### config.mk
export PLATFORM = sky130hd
export DESIGN_NAME = servo_angle_frame_deframer_flat
export DESIGN_NICKNAME = d
export VERILOG_FILES = /design/src/hw/rtl/safd_pkg.sv /design/src/hw/rtl/safd_byte_if.sv /design/src/hw/rtl/safd_angle_if.sv /design/src/hw/rtl/safd_frame.sv /design/src/hw/rtl/safd_out_buf.sv /design/src/hw/rtl/servo_angle_frame_deframer.sv /design/src/flat_wrapper.sv
export SDC_FILE = /design/constraint.sdc
export NUM_CORES = 1
export LEC_CHECK = 0
export BUFFER_PORTS_ARGS = -buffer_cell sky130_fd_sc_hd__clkbuf_2
export CAP_MARGIN = 20
export CELL_PAD_IN_SITES_DETAIL_PLACEMENT = 2
export CELL_PAD_IN_SITES_GLOBAL_PLACEMENT = 2
export CORE_MARGIN = 3
export CORE_UTILIZATION = 45
export CTS_CLUSTER_DIAMETER = 30
export DETAILED_ROUTE_END_ITERATION = 10
export PLACE_DENSITY_LB_ADDON = 0.1
export SLEW_MARGIN = 20
export SYNTH_ARGS = -nofsm -noshare
export SYNTH_HDL_FRONTEND = slang
export SYNTH_SLANG_ARGS = --single-unit
### constraint.sdc
create_clock -name clk -period 25.7 [get_ports clk]
set_clock_uncertainty 0.2 [all_clocks]
set_input_delay 5.14 -clock clk [delete_from_list [all_inputs] [get_ports clk]]
set_output_delay 5.14 -clock clk [all_outputs]
set_load 0.02 [all_outputs]
### src/hw/rtl/safd_pkg.sv
package safd_pkg;

  localparam int unsigned ByteW     = 8;
  localparam int unsigned DataW     = 7;
  localparam int unsigned AngleW    = 23;
  localparam int unsigned StoreDepth = 10;
  localparam int unsigned CountW    = 4;

  localparam logic [ByteW-1:0]  StartByte  = 8'h80;
  localparam logic [ByteW-1:0]  EndByte    = 8'h90;
  localparam logic [CountW-1:0] StoreLimit = 4'd10;
  localparam logic [CountW-1:0] CountLimit = 4'd11;
  localparam logic [CountW-1:0] MsbIndex   = 4'd9;

  typedef logic [StoreDepth-1:0][DataW-1:0] store_t;

  typedef struct packed {
    logic [AngleW-1:0] angle_a;
    logic [AngleW-1:0] angle_b;
    logic [AngleW-1:0] angle_c;
  } angles_t;

  typedef struct packed {
    logic    valid;
    angles_t angles;
  } result_t;

  // low byte and middle byte get their restored bit 7, top byte stays 7 bits
  function automatic logic [AngleW-1:0] build_angle(
    input logic [DataW-1:0] b0,
    input logic [DataW-1:0] b1,
    input logic [DataW-1:0] b2,
    input logic             lo_msb,
    input logic             mid_msb
  );
    build_angle = {b2, mid_msb, b1, lo_msb, b0};
  endfunction

endpackage

### src/hw/rtl/safd_byte_if.sv
interface safd_byte_if;
  logic                        valid;
  logic                        ready;
  logic [safd_pkg::ByteW-1:0]  rx_byte;

  modport source (output valid, output rx_byte, input ready);
  modport sink (input valid, input rx_byte, output ready);
endinterface

### src/hw/rtl/safd_angle_if.sv
interface safd_angle_if;
  logic                        valid;
  logic                        ready;
  logic [safd_pkg::AngleW-1:0] angle_a;
  logic [safd_pkg::AngleW-1:0] angle_b;
  logic [safd_pkg::AngleW-1:0] angle_c;

  modport source (output valid, output angle_a, output angle_b, output angle_c, input ready);
  modport sink (input valid, input angle_a, input angle_b, input angle_c, output ready);
endinterface

### src/hw/rtl/safd_frame.sv
module safd_frame (
  input  logic                       clk,
  input  logic                       rst,
  input  logic                       take,
  input  logic [safd_pkg::ByteW-1:0] rx_byte,
  output safd_pkg::result_t          result
);

  logic                        in_frame;
  logic [safd_pkg::CountW-1:0] byte_count;
  safd_pkg::store_t            frame_store;

  logic [safd_pkg::CountW-1:0] count_inc;
  logic [safd_pkg::DataW-1:0]  msb;
  logic                        is_end;

  assign count_inc = byte_count + 1'b1;
  assign msb       = frame_store[safd_pkg::MsbIndex];
  assign is_end    = (rx_byte == safd_pkg::EndByte);

  always_comb begin
    result.valid          = take && in_frame && is_end;
    result.angles.angle_a = safd_pkg::build_angle(frame_store[0], frame_store[1],
                                                  frame_store[2], msb[0], msb[1]);
    result.angles.angle_b = safd_pkg::build_angle(frame_store[3], frame_store[4],
                                                  frame_store[5], msb[2], msb[3]);
    result.angles.angle_c = safd_pkg::build_angle(frame_store[6], frame_store[7],
                                                  frame_store[8], msb[4], msb[5]);
  end

  always_ff @(posedge clk) begin
    if (rst) begin
      in_frame   <= 1'b0;
      byte_count <= '0;
    end else if (take) begin
      if (!in_frame) begin
        if (rx_byte == safd_pkg::StartByte) begin
          in_frame   <= 1'b1;
          byte_count <= '0;
        end
      end else if (rx_byte[safd_pkg::ByteW-1]) begin
        // end byte closes the frame, any other high byte aborts it
        in_frame <= 1'b0;
      end else begin
        byte_count <= count_inc;
        if (count_inc >= safd_pkg::CountLimit) begin
          in_frame <= 1'b0;
        end
      end
    end
  end

  // store needs no reset: every frame starts by clearing it
  always_ff @(posedge clk) begin
    if (take) begin
      if (!in_frame && rx_byte == safd_pkg::StartByte) begin
        frame_store <= '0;
      end else if (in_frame && !rx_byte[safd_pkg::ByteW-1] &&
                   byte_count < safd_pkg::StoreLimit) begin
        frame_store[byte_count] <= rx_byte[safd_pkg::DataW-1:0];
      end
    end
  end

  a_count_bound: assert property (@(posedge clk) disable iff (rst)
    in_frame |-> byte_count < safd_pkg::CountLimit)
    else $error("byte count reached limit inside a frame");

  a_result_in_frame: assert property (@(posedge clk) disable iff (rst)
    result.valid |=> !in_frame)
    else $error("frame still open after end byte");

endmodule

### src/hw/rtl/safd_out_buf.sv
module safd_out_buf (
  input  logic               clk,
  input  logic               rst,
  input  safd_pkg::result_t  result,
  output logic               space,
  safd_angle_if.source       angles
);

  logic              out_valid;
  safd_pkg::angles_t out_data;
  logic              skid_valid;
  safd_pkg::angles_t skid_data;
  logic              pop;
  logic              push;

  assign pop   = out_valid && angles.ready;
  assign push  = result.valid;
  assign space = !skid_valid;

  assign angles.valid   = out_valid;
  assign angles.angle_a = out_data.angle_a;
  assign angles.angle_b = out_data.angle_b;
  assign angles.angle_c = out_data.angle_c;

  always_ff @(posedge clk) begin
    if (rst) begin
      out_valid  <= 1'b0;
      skid_valid <= 1'b0;
    end else if (pop) begin
      if (skid_valid) begin
        out_data <= skid_data;
        if (push) begin
          skid_data <= result.angles;
        end else begin
          skid_valid <= 1'b0;
        end
      end else if (push) begin
        out_data <= result.angles;
      end else begin
        out_valid <= 1'b0;
      end
    end else if (push) begin
      if (!out_valid) begin
        out_data  <= result.angles;
        out_valid <= 1'b1;
      end else begin
        skid_data  <= result.angles;
        skid_valid <= 1'b1;
      end
    end
  end

  a_skid_behind_out: assert property (@(posedge clk) disable iff (rst)
    skid_valid |-> out_valid)
    else $error("skid holds data while output is empty");

  a_no_overflow: assert property (@(posedge clk) disable iff (rst)
    (push && skid_valid) |-> pop)
    else $error("result pushed into a full buffer");

endmodule

### src/hw/rtl/servo_angle_frame_deframer.sv
// an end byte registers its result into the output or else the skid stage
// throughput: one rx byte per cycle; rx stalls only while the skid stage
//   holds a second result that angles has not taken yet
// reset (rst, synchronous, active high): idle, waiting for a start byte,
//   output and skid stages empty
module servo_angle_frame_deframer (
  input  logic         clk,
  input  logic         rst,
  safd_byte_if.sink    rx,
  safd_angle_if.source angles
);

  safd_pkg::result_t result;
  logic              space;
  logic              take;

  // a byte transfer happens whenever rx is valid and the skid stage is free
  assign rx.ready = space;
  assign take     = rx.valid && space;

  // frame tracking, data store and angle assembly
  safd_frame u_frame (
    .clk     (clk),
    .rst     (rst),
    .take    (take),
    .rx_byte (rx.rx_byte),
    .result  (result)
  );

  // output register plus skid stage decouples angles from rx
  safd_out_buf u_out_buf (
    .clk    (clk),
    .rst    (rst),
    .result (result),
    .space  (space),
    .angles (angles)
  );

endmodule

### src/flat_wrapper.sv
// flat-port wrapper written by rule: the top's interface ports become plain ports
module servo_angle_frame_deframer_flat 
  (clk, rst, rx_valid, rx_rx_byte, rx_ready, angles_valid, angles_angle_a, angles_angle_b, angles_angle_c, angles_ready);
  safd_byte_if rx_i ();
  safd_angle_if angles_i ();
  input  logic clk;
  input  logic rst;
  input wire logic [$bits(rx_i.valid)-1:0] rx_valid;
  input wire logic [$bits(rx_i.rx_byte)-1:0] rx_rx_byte;
  output wire logic [$bits(rx_i.ready)-1:0] rx_ready;
  output wire logic [$bits(angles_i.valid)-1:0] angles_valid;
  output wire logic [$bits(angles_i.angle_a)-1:0] angles_angle_a;
  output wire logic [$bits(angles_i.angle_b)-1:0] angles_angle_b;
  output wire logic [$bits(angles_i.angle_c)-1:0] angles_angle_c;
  input wire logic [$bits(angles_i.ready)-1:0] angles_ready;
  assign rx_i.valid = rx_valid;
  assign rx_i.rx_byte = rx_rx_byte;
  assign rx_ready = rx_i.ready;
  assign angles_valid = angles_i.valid;
  assign angles_angle_a = angles_i.angle_a;
  assign angles_angle_b = angles_i.angle_b;
  assign angles_angle_c = angles_i.angle_c;
  assign angles_i.ready = angles_ready;
  servo_angle_frame_deframer u_core (.clk(clk), .rst(rst), .rx(rx_i), .angles(angles_i));
endmodule
Word level (Yosys, flattened, before mapping)
Index checks and enable logic that the tools add are counted.
{"block": "totals", "ramBits": 0, "rom_bits": 0, "n_memories": 0, "output_inout_bits": 71, "word_cells": 84, "register_bits": 215, "latch_bits": 0, "input_bits": 12}
{"block": "classes", "bitwise": 1, "reduce_logical": 22, "muxes": 29, "div_mod_pow": 0, "magnitude_cmp": 4, "shift": 0, "multipliers": 0, "eq_ne": 7, "n_addsub": 1}
{"cell": "69-bit two-way mux", "n": 9}
{"cell": "70-bit bitwise mux", "n": 1}
{"cell": "70-bit two-way mux", "n": 1}
{"cell": "7-bit demux with 4-bit select", "n": 1}
{"cell": "8-bit == test, second input constant", "n": 2}
{"cell": "1-bit two-way mux", "n": 13}
{"cell": "4-bit two-way mux", "n": 3}
{"cell": "2-bit nonzero test", "n": 5}
{"cell": "1-bit logical AND", "n": 8}
{"cell": "2-bit != test, second input constant", "n": 4}
{"cell": "4-bit AND reduction", "n": 2}
{"cell": "7-bit two-way mux", "n": 1}
{"cell": "3-bit AND reduction", "n": 2}
{"cell": "4-bit by 5-bit < comparator with 1-bit output, second input constant", "n": 1}
{"cell": "4-bit by 1-bit adder with 4-bit output, second input constant", "n": 1}
{"cell": "4-bit by 1-bit greater-or-equal comparator with 1-bit output, second input constant", "n": 1}
{"cell": "4-bit greater-or-equal comparator, second input constant", "n": 1}
{"cell": "4-bit < comparator, second input constant", "n": 1}
{"cell": "2-bit AND reduction", "n": 2}
{"cell": "1-bit logical NOT", "n": 3}
{"cell": "2-bit by 1-bit != test with 1-bit output, second input constant", "n": 1}
{"cell": "1-bit NOT", "n": 1}

Longest topological paths before layout
Gate-level depths: netlist of the first run.
{"block": "depth", "ltp_word": 7, "depth_mapped": 8, "ltp_nobuf": 7}

Hierarchy
A second synthesis of the first run with hierarchy kept.
{"block": "hier_totals", "cells_unflattened": 599, "area_unflattened_um2": 8774.7}
{"mod": "safd_out_buf", "n_inst": 1, "cells_each": 230, "seq_area_each_um2": 4184.0, "area_per_inst_um2": 5116.2}
{"mod": "safd_frame", "n_inst": 1, "cells_each": 368, "seq_area_each_um2": 2172.1, "area_per_inst_um2": 3652.3}
{"mod": "servo_angle_frame_deframer", "n_inst": 1, "cells_each": 1, "seq_area_each_um2": 0.0, "area_per_inst_um2": 6.3}

Worst setup path after synthesis of the first run
No wires, ideal clock.
{"block": "synth_path", "kind": "input port to flip-flop", "from": "in rx_rx_byte[6]", "to": "reg u_core.u_out_buf.out_data, in the netlist u_core.u_out_buf.angles.angle_a[0] (enable)", "setup_ps": 606, "required_ps": 24894, "path_stages": 5, "slack_ps": 13773, "n_path_buf": 1, "arrival_time_ps": 11121, "cell_sequence": "buf_6 nor4b_4 and3_1 nand3_1 a221oi_1"}
{"block": "synth_between", "elab_chain_len": 4, "word_cells_on_any_way": 5, "classes_between": "eq/ne (1); reduce/logical (4)"}
{"element": "start: declaration", "line": "flat_wrapper.sv:9", "source": "input wire logic [$bits(rx_i.rx_byte)-1:0] rx_rx_byte;"}
{"element": "8-bit == test *", "line": "safd_frame.sv:19", "source": "assign is_end = (rx_byte == safd_pkg::EndByte);"}
{"element": "1-bit logical AND *", "line": "safd_frame.sv:22", "source": "result.valid = take && in_frame && is_end;"}
{"element": "2-bit nonzero test (no line)"}
{"element": "4-bit AND reduction (no line) *"}
{"element": "end signal: assignment", "line": "safd_out_buf.sv:31", "source": "out_data <= skid_data;"}
{"element": "end signal: assignment", "line": "safd_out_buf.sv:38", "source": "out_data <= result.angles;"}
{"element": "end signal: assignment", "line": "safd_out_buf.sv:44", "source": "out_data <= result.angles;"}
{"element": "end: declaration", "line": "safd_out_buf.sv:10", "source": "safd_pkg::angles_t out_data;"}
Mark *: on every way between the ends. The rest lies on a longest branch, timed or not.
A chain may end at the register's enable or synchronous reset.

Worst setup path after layout of the first run
{"block": "layout_path", "from": "in rx_rx_byte[6]", "to": "reg u_core.u_frame.frame_store, in the netlist u_core.u_frame.result[66] (enable)"}
{"block": "layout_between", "elab_chain_len": 4}
{"element": "8-bit == test", "line": "safd_frame.sv:56", "source": "if (!in_frame && rx_byte == safd_pkg::StartByte) begin"}
{"element": "1-bit logical AND", "line": "safd_frame.sv:56"}
{"element": "2-bit nonzero test (no line)"}
{"element": "2-bit AND reduction (no line)"}
{"element": "end signal: indexed assignment", "line": "safd_frame.sv:60", "source": "frame_store[byte_count] <= rx_byte[safd_pkg::DataW-1:0];"}
{"element": "end: declaration", "line": "safd_frame.sv:11", "source": "safd_pkg::store_t frame_store;"}
Every way passes these cells.

==> results of run 1 <==
==> state kept, by name (all words and copies together) (netlist names) <==
signal                           cells
u_core.u_out_buf.skid_data          69
u_core.u_out_buf.angles.angle_a     23
u_core.u_out_buf.skid_valid          1
u_core.u_out_buf.angles.angle_c     23
u_core.u_frame.in_frame              1
u_core.u_frame.result               63
u_core.u_frame.byte_count            4
u_core.u_out_buf.angles.angle_b     23
u_core.u_frame.msb                   6
u_core.u_out_buf.angles.valid        1
==> layout make-up <==
type | count | area (um^2)
Clock buffer | 48 | 1130
Clock inverter | 29 | 269
Fill cell | 1680 | 8060
Inverter | 6 | 22.5
Multi-Input combinational cell | 336 | 2200
Sequential cell | 214 | 6360
Tap cell | 260 | 325
Timing Repair Buffer | 89 | 475
==> report_power, final <==
part / internal (mW) / total (mW) / switching (mW)
Combinational: 0.00163 / 0.00671 / 0.00508
Clock: 0.353 / 0.538 / 0.184
Sequential: 0.378 / 0.378 / 0.000170
Total: 0.733 / 0.923 / 0.189
==> per-stage QoR <==
stage	area (um^2)	cells	setup WS, ns
after floorplan	8700	593	13.77
after global placement	9350	904	17.86
after detailed placement	9350	904	17.71
after CTS	10700	981	18.19
after global routing	10800	982	18.01
final	10800	982	18.22
==> Yosys cell counts <==
| master | instances |
|---|---|
| buf_4 | 1 |
| o21ai_0 | 4 |
| xor2_1 | 2 |
| and3_1 | 2 |
| buf_6 | 2 |
| nand3_1 | 38 |
| clkbuf_1 | 15 |
| nor3_1 | 1 |
| a21oi_1 | 64 |
| nand2b_1 | 1 |
| o211ai_1 | 1 |
| and2_1 | 4 |
| nor2b_1 | 5 |
| a221oi_1 | 1 |
| inv_1 | 6 |
| buf_1 | 1 |
| a41oi_1 | 2 |
| a211oi_1 | 1 |
| dfxtp_1 | 7 |
| nor2_1 | 14 |
| ha_1 | 6 |
| buf_2 | 18 |
| mux2i_1 | 8 |
| a21oi_2 | 1 |
| a311oi_1 | 2 |
| mux2_2 | 69 |
| nor4b_4 | 1 |
| nand2_1 | 104 |
| or2_1 | 1 |
| o31ai_1 | 1 |
| a2111oi_2 | 1 |
| nand3b_1 | 1 |
| edfxtp_1 | 207 |
| and4bb_2 | 1 |
==> routing by layer <==
| metal | share of wire (%) | global-route usage, % |
|---|---|---|
| met5 | 0 | 0 |
| met3 | 4.3 | 4.65 |
| met1 | 40 | 31.3 |
| met4 | 2.7 | 8.26 |
| met2 | 52 | 42.1 |
==> worst max path at each step <==
stage | startpoint | endpoint | depth (start not counted)
floorplan | rx_rx_byte[6] | u_core.u_out_buf.angles.angle_a[0] | 5
global placement | rx_rx_byte[6] | u_core.u_frame.result[49] | 6
detailed placement | rx_rx_byte[5] | u_core.u_frame.result[59] | 6
CTS | rx_rx_byte[5] | u_core.u_frame.result[47] | 6
global route | rx_rx_byte[6] | u_core.u_frame.result[66] | 6
finish | rx_rx_byte[6] | u_core.u_frame.result[66] | 6
==> cell families after synthesis <==
family	Yosys count	synth area share (%)
muxes	77	9.85
adders and majority gates	6	0.863
DFF	214	73.0
buffers and inverters	43	2.33
and+or+nand+nor	173	8.77
xor gates and xnor gates	2	0.201
AOI/OAI and AO/OA	78	4.95
==> placed cells by master (no fill, tap or decap), drive strengths merged, types with 2 or more instances in the layout <==
cell / count
a21oi: 65
a311oi: 2
a41oi: 2
and2: 4
and3: 2
buf: 7
bufinv: 4
clkbuf: 130
clkinv: 18
clkinvlp: 5
dfxtp: 7
edfxtp: 207
ha: 6
inv: 8
mux2: 69
mux2i: 8
nand2: 104
nand3: 38
nor2: 14
nor2b: 5
o21ai: 4
xor2: 2
==> worst max-delay path, stage by stage <==
cell	delay, ns
clkbuf_2	0.23
nor4b_4	0.37
and3_2	0.24
a21oi_1	0.07
nor2b_4	0.71
buf_4	0.61
==> flow_metrics.py, run 1 <==
metrics = {
    "final_layout": {
        "layout-drive-gt1-share_pct": 32.1,
        "area_growth_pct": 23.8,
        "final_net_count": 708,
        "num_antenna_cells": 0,
        "final_util_pct": 57.2,
    },
    "die": {
        "io_pins": 83,
        "core_um2": 18800,
        "fp.dieArea_um2": 21000,
        "start_util_pct": 46.2,
        "die_x_um": 145,
        "fp.dieH_um": 145,
        "row_count": 50,
    },
    "sta": {
        "rsz0062_at_grt": "no",
        "slew_headroom_pct": 33.6,
        "finalSetupViolCount": 0,
        "maxSlewViolCount": 0,
        "tightest_slew_ns": 0.996,
        "period_needed_ns": 7.48,
        "finalHoldViolCount": 0,
        "hold_slack_ns": 0.289,
        "fin_crit_sh_pct": 29.1,
        "setup_tns_ns": 0,
        "clock.fmax_ghz": 0.134,
    },
    "yosys": {
        "synth-seq-cells": 214,
        "synth_top_area_share_pct": 71.4,
        "avgSynthCellArea_um2": 14.7,
        "synth_nets": 611,
        "synth_cell_type_count": 34,
        "yosysSeqAreaShare_pct": 73.0,
        "yosysWarnings": 0,
        "synth_cells": 593,
        "synth.cell_area_um2": 8700,
        "synth_area_leaders": "edfxtp_1, mux2_2, nand2_1",
        "yosys.area.top_type": "edfxtp_1",
    },
    "power": {
        "irDropWorstVdd_v": 0.0000456,
        "power_density_nw_per_um2": 85.7,
        "p_leak_nw": 3.89,
        "totalPowerFinal_mw": 0.923,
    },
    "critical_path": {
        "rrSetupSlack_ns": 22.64,
        "crit_path_end_kind": "flip-flop",
        "crit_type": "input port to flip-flop",
        "critPathMaxFanout": 41,
        "rr_worst_depth": 5,
        "critPathArrivalTime_ns": 7.42,
        "r2r-end": "u_core.u_out_buf.skid_data[1]",
        "r2r-start": "u_core.u_out_buf.skid_valid",
        "startpoint_type": "input port",
        "required_ns": 25.64,
    },
    "route": {
        "vias_per_cell": 5.59,
        "antenna_left": 0,
        "wl_per_cell_um": 25.8,
        "drt_wl_total_mm": 25.3,
        "drt-initial-drc-count": 350,
        "num_vias": 5489,
        "firstDrtPassIters": 6,
        "route.detailed.drc": 0,
    },
    "global_route": {
        "grt_max_degree": 72,
        "grt.overflow.total": 0,
        "grtUsageTotal_pct": 24.4,
        "grt_pass1_vias": 6248,
        "antenna_found_initial": 0,
        "grt_pass1_wl_mm": 39.7,
    },
    "clocking": {
        "postCtsSetupBuffers": 0,
        "clk_pin_slew_worst_paths_ns": 0.05,
        "hold_buffers": 0,
        "clkLatencyLatePin_ns": 0.52,
        "htree_num_levels": 2,
        "cts_buffer_depth": 3,
        "cts.sinks": 214,
        "cts_tree": "built",
        "numCtsBuffers": 43,
        "clock-root-buffer": "clkbuf_16",
        "cts_resized": 0,
    },
    "run_status": {
        "outcome": "complete, no violations",
    },
    "hold_path": {
        "min_path_type": "flip-flop to flip-flop",
        "whs_endpoint": "u_core.u_out_buf.skid_data[7]",
        "hold_path_startpoint": "u_core.u_frame.msb[4]",
        "hold_path_depth": 0,
    },
    "run": {
        "cap_violations": 0,
    },
    "placement": {
        "portBuffers": 82,
        "gp_congestion": 0.799,
        "post-dp-hpwl_mm": 14.7,
    },
}
(Power assumes the default switching activity.)
==> run 2: changes to the inputs <==
--- a/config.mk
+++ b/config.mk
@@ -10,7 +10,7 @@
 export CELL_PAD_IN_SITES_DETAIL_PLACEMENT = 2
 export CELL_PAD_IN_SITES_GLOBAL_PLACEMENT = 2
 export CORE_MARGIN = 3
-export CORE_UTILIZATION = 45
+export CORE_UTILIZATION = 42
 export CTS_CLUSTER_DIAMETER = 30
 export DETAILED_ROUTE_END_ITERATION = 10
 export PLACE_DENSITY_LB_ADDON = 0.1
==> constraint.sdc (replaced) <==
create_clock -name clk -period 7.6 [get_ports clk]
set_clock_uncertainty 0.2 [all_clocks]
set_input_delay 1.52 -clock clk [delete_from_list [all_inputs] [get_ports clk]]
set_output_delay 1.52 -clock clk [all_outputs]
set_load 0.02 [all_outputs]
==> flow_metrics.py, run 2 (synthesis gave the netlist of run 1 again) <==
metrics = {
    "run_status": {
        "outcome": "complete, no violations",
    },
    "critical_path": {
        "critPathArrivalTime_ns": 3.83,
        "crit_path_end_kind": "flip-flop",
        "crit_type": "input port to flip-flop",
        "required_ns": 7.55,
        "startpoint_type": "input port",
        "critPathMaxFanout": 44,
    },
    "placement": {
        "gp_congestion": 0.818,
        "dp_cells": 913,
        "post-dp-hpwl_mm": 13.6,
        "portBuffers": 82,
        "place_ws_ns": 3.25,
    },
    "sta": {
        "fin_crit_sh_pct": 51.1,
        "maxSlewViolCount": 0,
        "finalHoldViolCount": 0,
        "setup_tns_ns": 0,
        "rsz0062_at_grt": "no",
        "clock.fmax_ghz": 0.258,
        "slew_headroom_pct": 32.8,
        "tightest_slew_ns": 1.01,
        "period_needed_ns": 3.88,
        "layout_setup_ws_ns": 3.72,
        "finalSetupViolCount": 0,
    },
    "clocking": {
        "cts_tree": "built",
        "cts_buffer_depth": 3,
        "cts.sinks": 214,
        "hold_buffers": 0,
        "htree_num_levels": 2,
        "clock-root-buffer": "clkbuf_16",
        "postCtsSetupBuffers": 0,
        "numCtsBuffers": 46,
        "clk_pin_slew_worst_paths_ns": 0.05,
        "clkLatencyLatePin_ns": 0.53,
        "cts_resized": 0,
    },
    "route": {
        "num_vias": 5329,
        "wl_per_cell_um": 23.9,
        "drt-initial-drc-count": 324,
        "antenna_left": 0,
        "firstDrtPassIters": 4,
        "vias_per_cell": 5.34,
        "drt_wl_total_mm": 23.9,
        "route.detailed.drc": 0,
    },
    "die": {
        "start_util_pct": 42.9,
        "io_pins": 83,
        "fp.dieH_um": 150,
        "die_x_um": 150,
        "core_um2": 20300,
        "fp.dieArea_um2": 22500,
        "row_count": 52,
    },
    "global_route": {
        "grt.overflow.total": 0,
        "grt_pass1_wl_mm": 37.0,
        "grt_pass1_vias": 5940,
        "grt_max_degree": 72,
        "antenna_found_initial": 0,
        "grtUsageTotal_pct": 21.8,
    },
    "power": {
        "p_switching_mw": 0.657,
        "internal_power_mw": 2.68,
        "irDropWorstVdd_v": 0.000180,
        "swShare_pct": 19.7,
        "p_seq_share_pct": 38.3,
        "combPwrFrac_pct": 0.7,
        "clkPwrFrac_pct": 61.0,
        "p_leak_nw": 3.97,
        "totalPowerFinal_mw": 3.34,
        "power_density_nw_per_um2": 304,
    },
    "final_layout": {
        "register_area_um2": 6360,
        "num_antenna_cells": 0,
        "multi_input_area_um2": 2200,
        "final_common_cell": "edfxtp_1",
        "final_cell_mix": "edfxtp_1, nand2_1, clkbuf_2",
        "fill_cells": 1894,
        "largest_reg_flops": 69,
        "final_net_count": 710,
        "area_growth_pct": 26.2,
        "instances_no_fill": 998,
        "top_register": "u_core.u_out_buf.skid_data",
        "layout-drive-gt1-share_pct": 32.8,
    },
    "run": {
        "cap_violations": 0,
    },
    "hold_path": {
        "min_path_type": "flip-flop to flip-flop",
    },
}
[run 2: power by group through the flow]
stage | Sequential, mW | Combinational (mW) | Clock (mW)
floorplan | 1.30 | 0.0115 | 0
global placement | 1.30 | 0.0200 | 0
detailed placement | 1.30 | 0.0214 | 0
CTS | 1.28 | 0.0225 | 2.07
global route | 1.28 | 0.0240 | 2.14
finish | 1.28 | 0.0225 | 2.04
[run 2: final timing paths]
path                            slack, ns                              to  cells past startpoint                         from
worst max register to register       4.50   u_core.u_out_buf.skid_data[9]                      5  u_core.u_out_buf.skid_valid
worst min-delay path                 0.28  u_core.u_out_buf.skid_data[34]                      0    u_core.u_frame.result[34]
worst max-delay path                 3.72       u_core.u_frame.result[39]                      6                rx_rx_byte[6]
worst min register to register       0.28  u_core.u_out_buf.skid_data[34]                      0    u_core.u_frame.result[34]
[run 2: metrics by stage]
stage          hold WS, ns  instance area, um^2  util [%]
4_1_cts              0.278                11000      54.0
3_3_place_gp         0.273                 9360      46.1
6_report             0.276                11000      54.1
2_1_floorplan        0.244                 8710         -
3_5_place_dp         0.276                 9360      46.1
5_1_grt              0.291                11000      54.1
[run 2: routing by layer]
metal	GRT usage, %	part of all wire [%]	vias up
met5	0	0	-
met2	36.9	51	142
met3	3.85	4.3	39
met4	8.23	2.3	0
li1	-	-	2418
met1	28.2	42	2730
[run 2: cell type report]
cell class	count	share of cell area, %
well taps	270	3.08
inverters	6	0.205
clock inverters	31	3.24
multi-input cells	336	20.0
repair buffers	88	4.26
flip-flops and latches	214	57.9
clock buffers	53	11.3
[run 2: worst max-delay path: stages]
cell and delay (ns):
clkbuf_2 0.25, nor4b_4 0.37, and3_2 0.24, a21oi_1 0.07, nor2b_4 0.68, buf_4 0.65
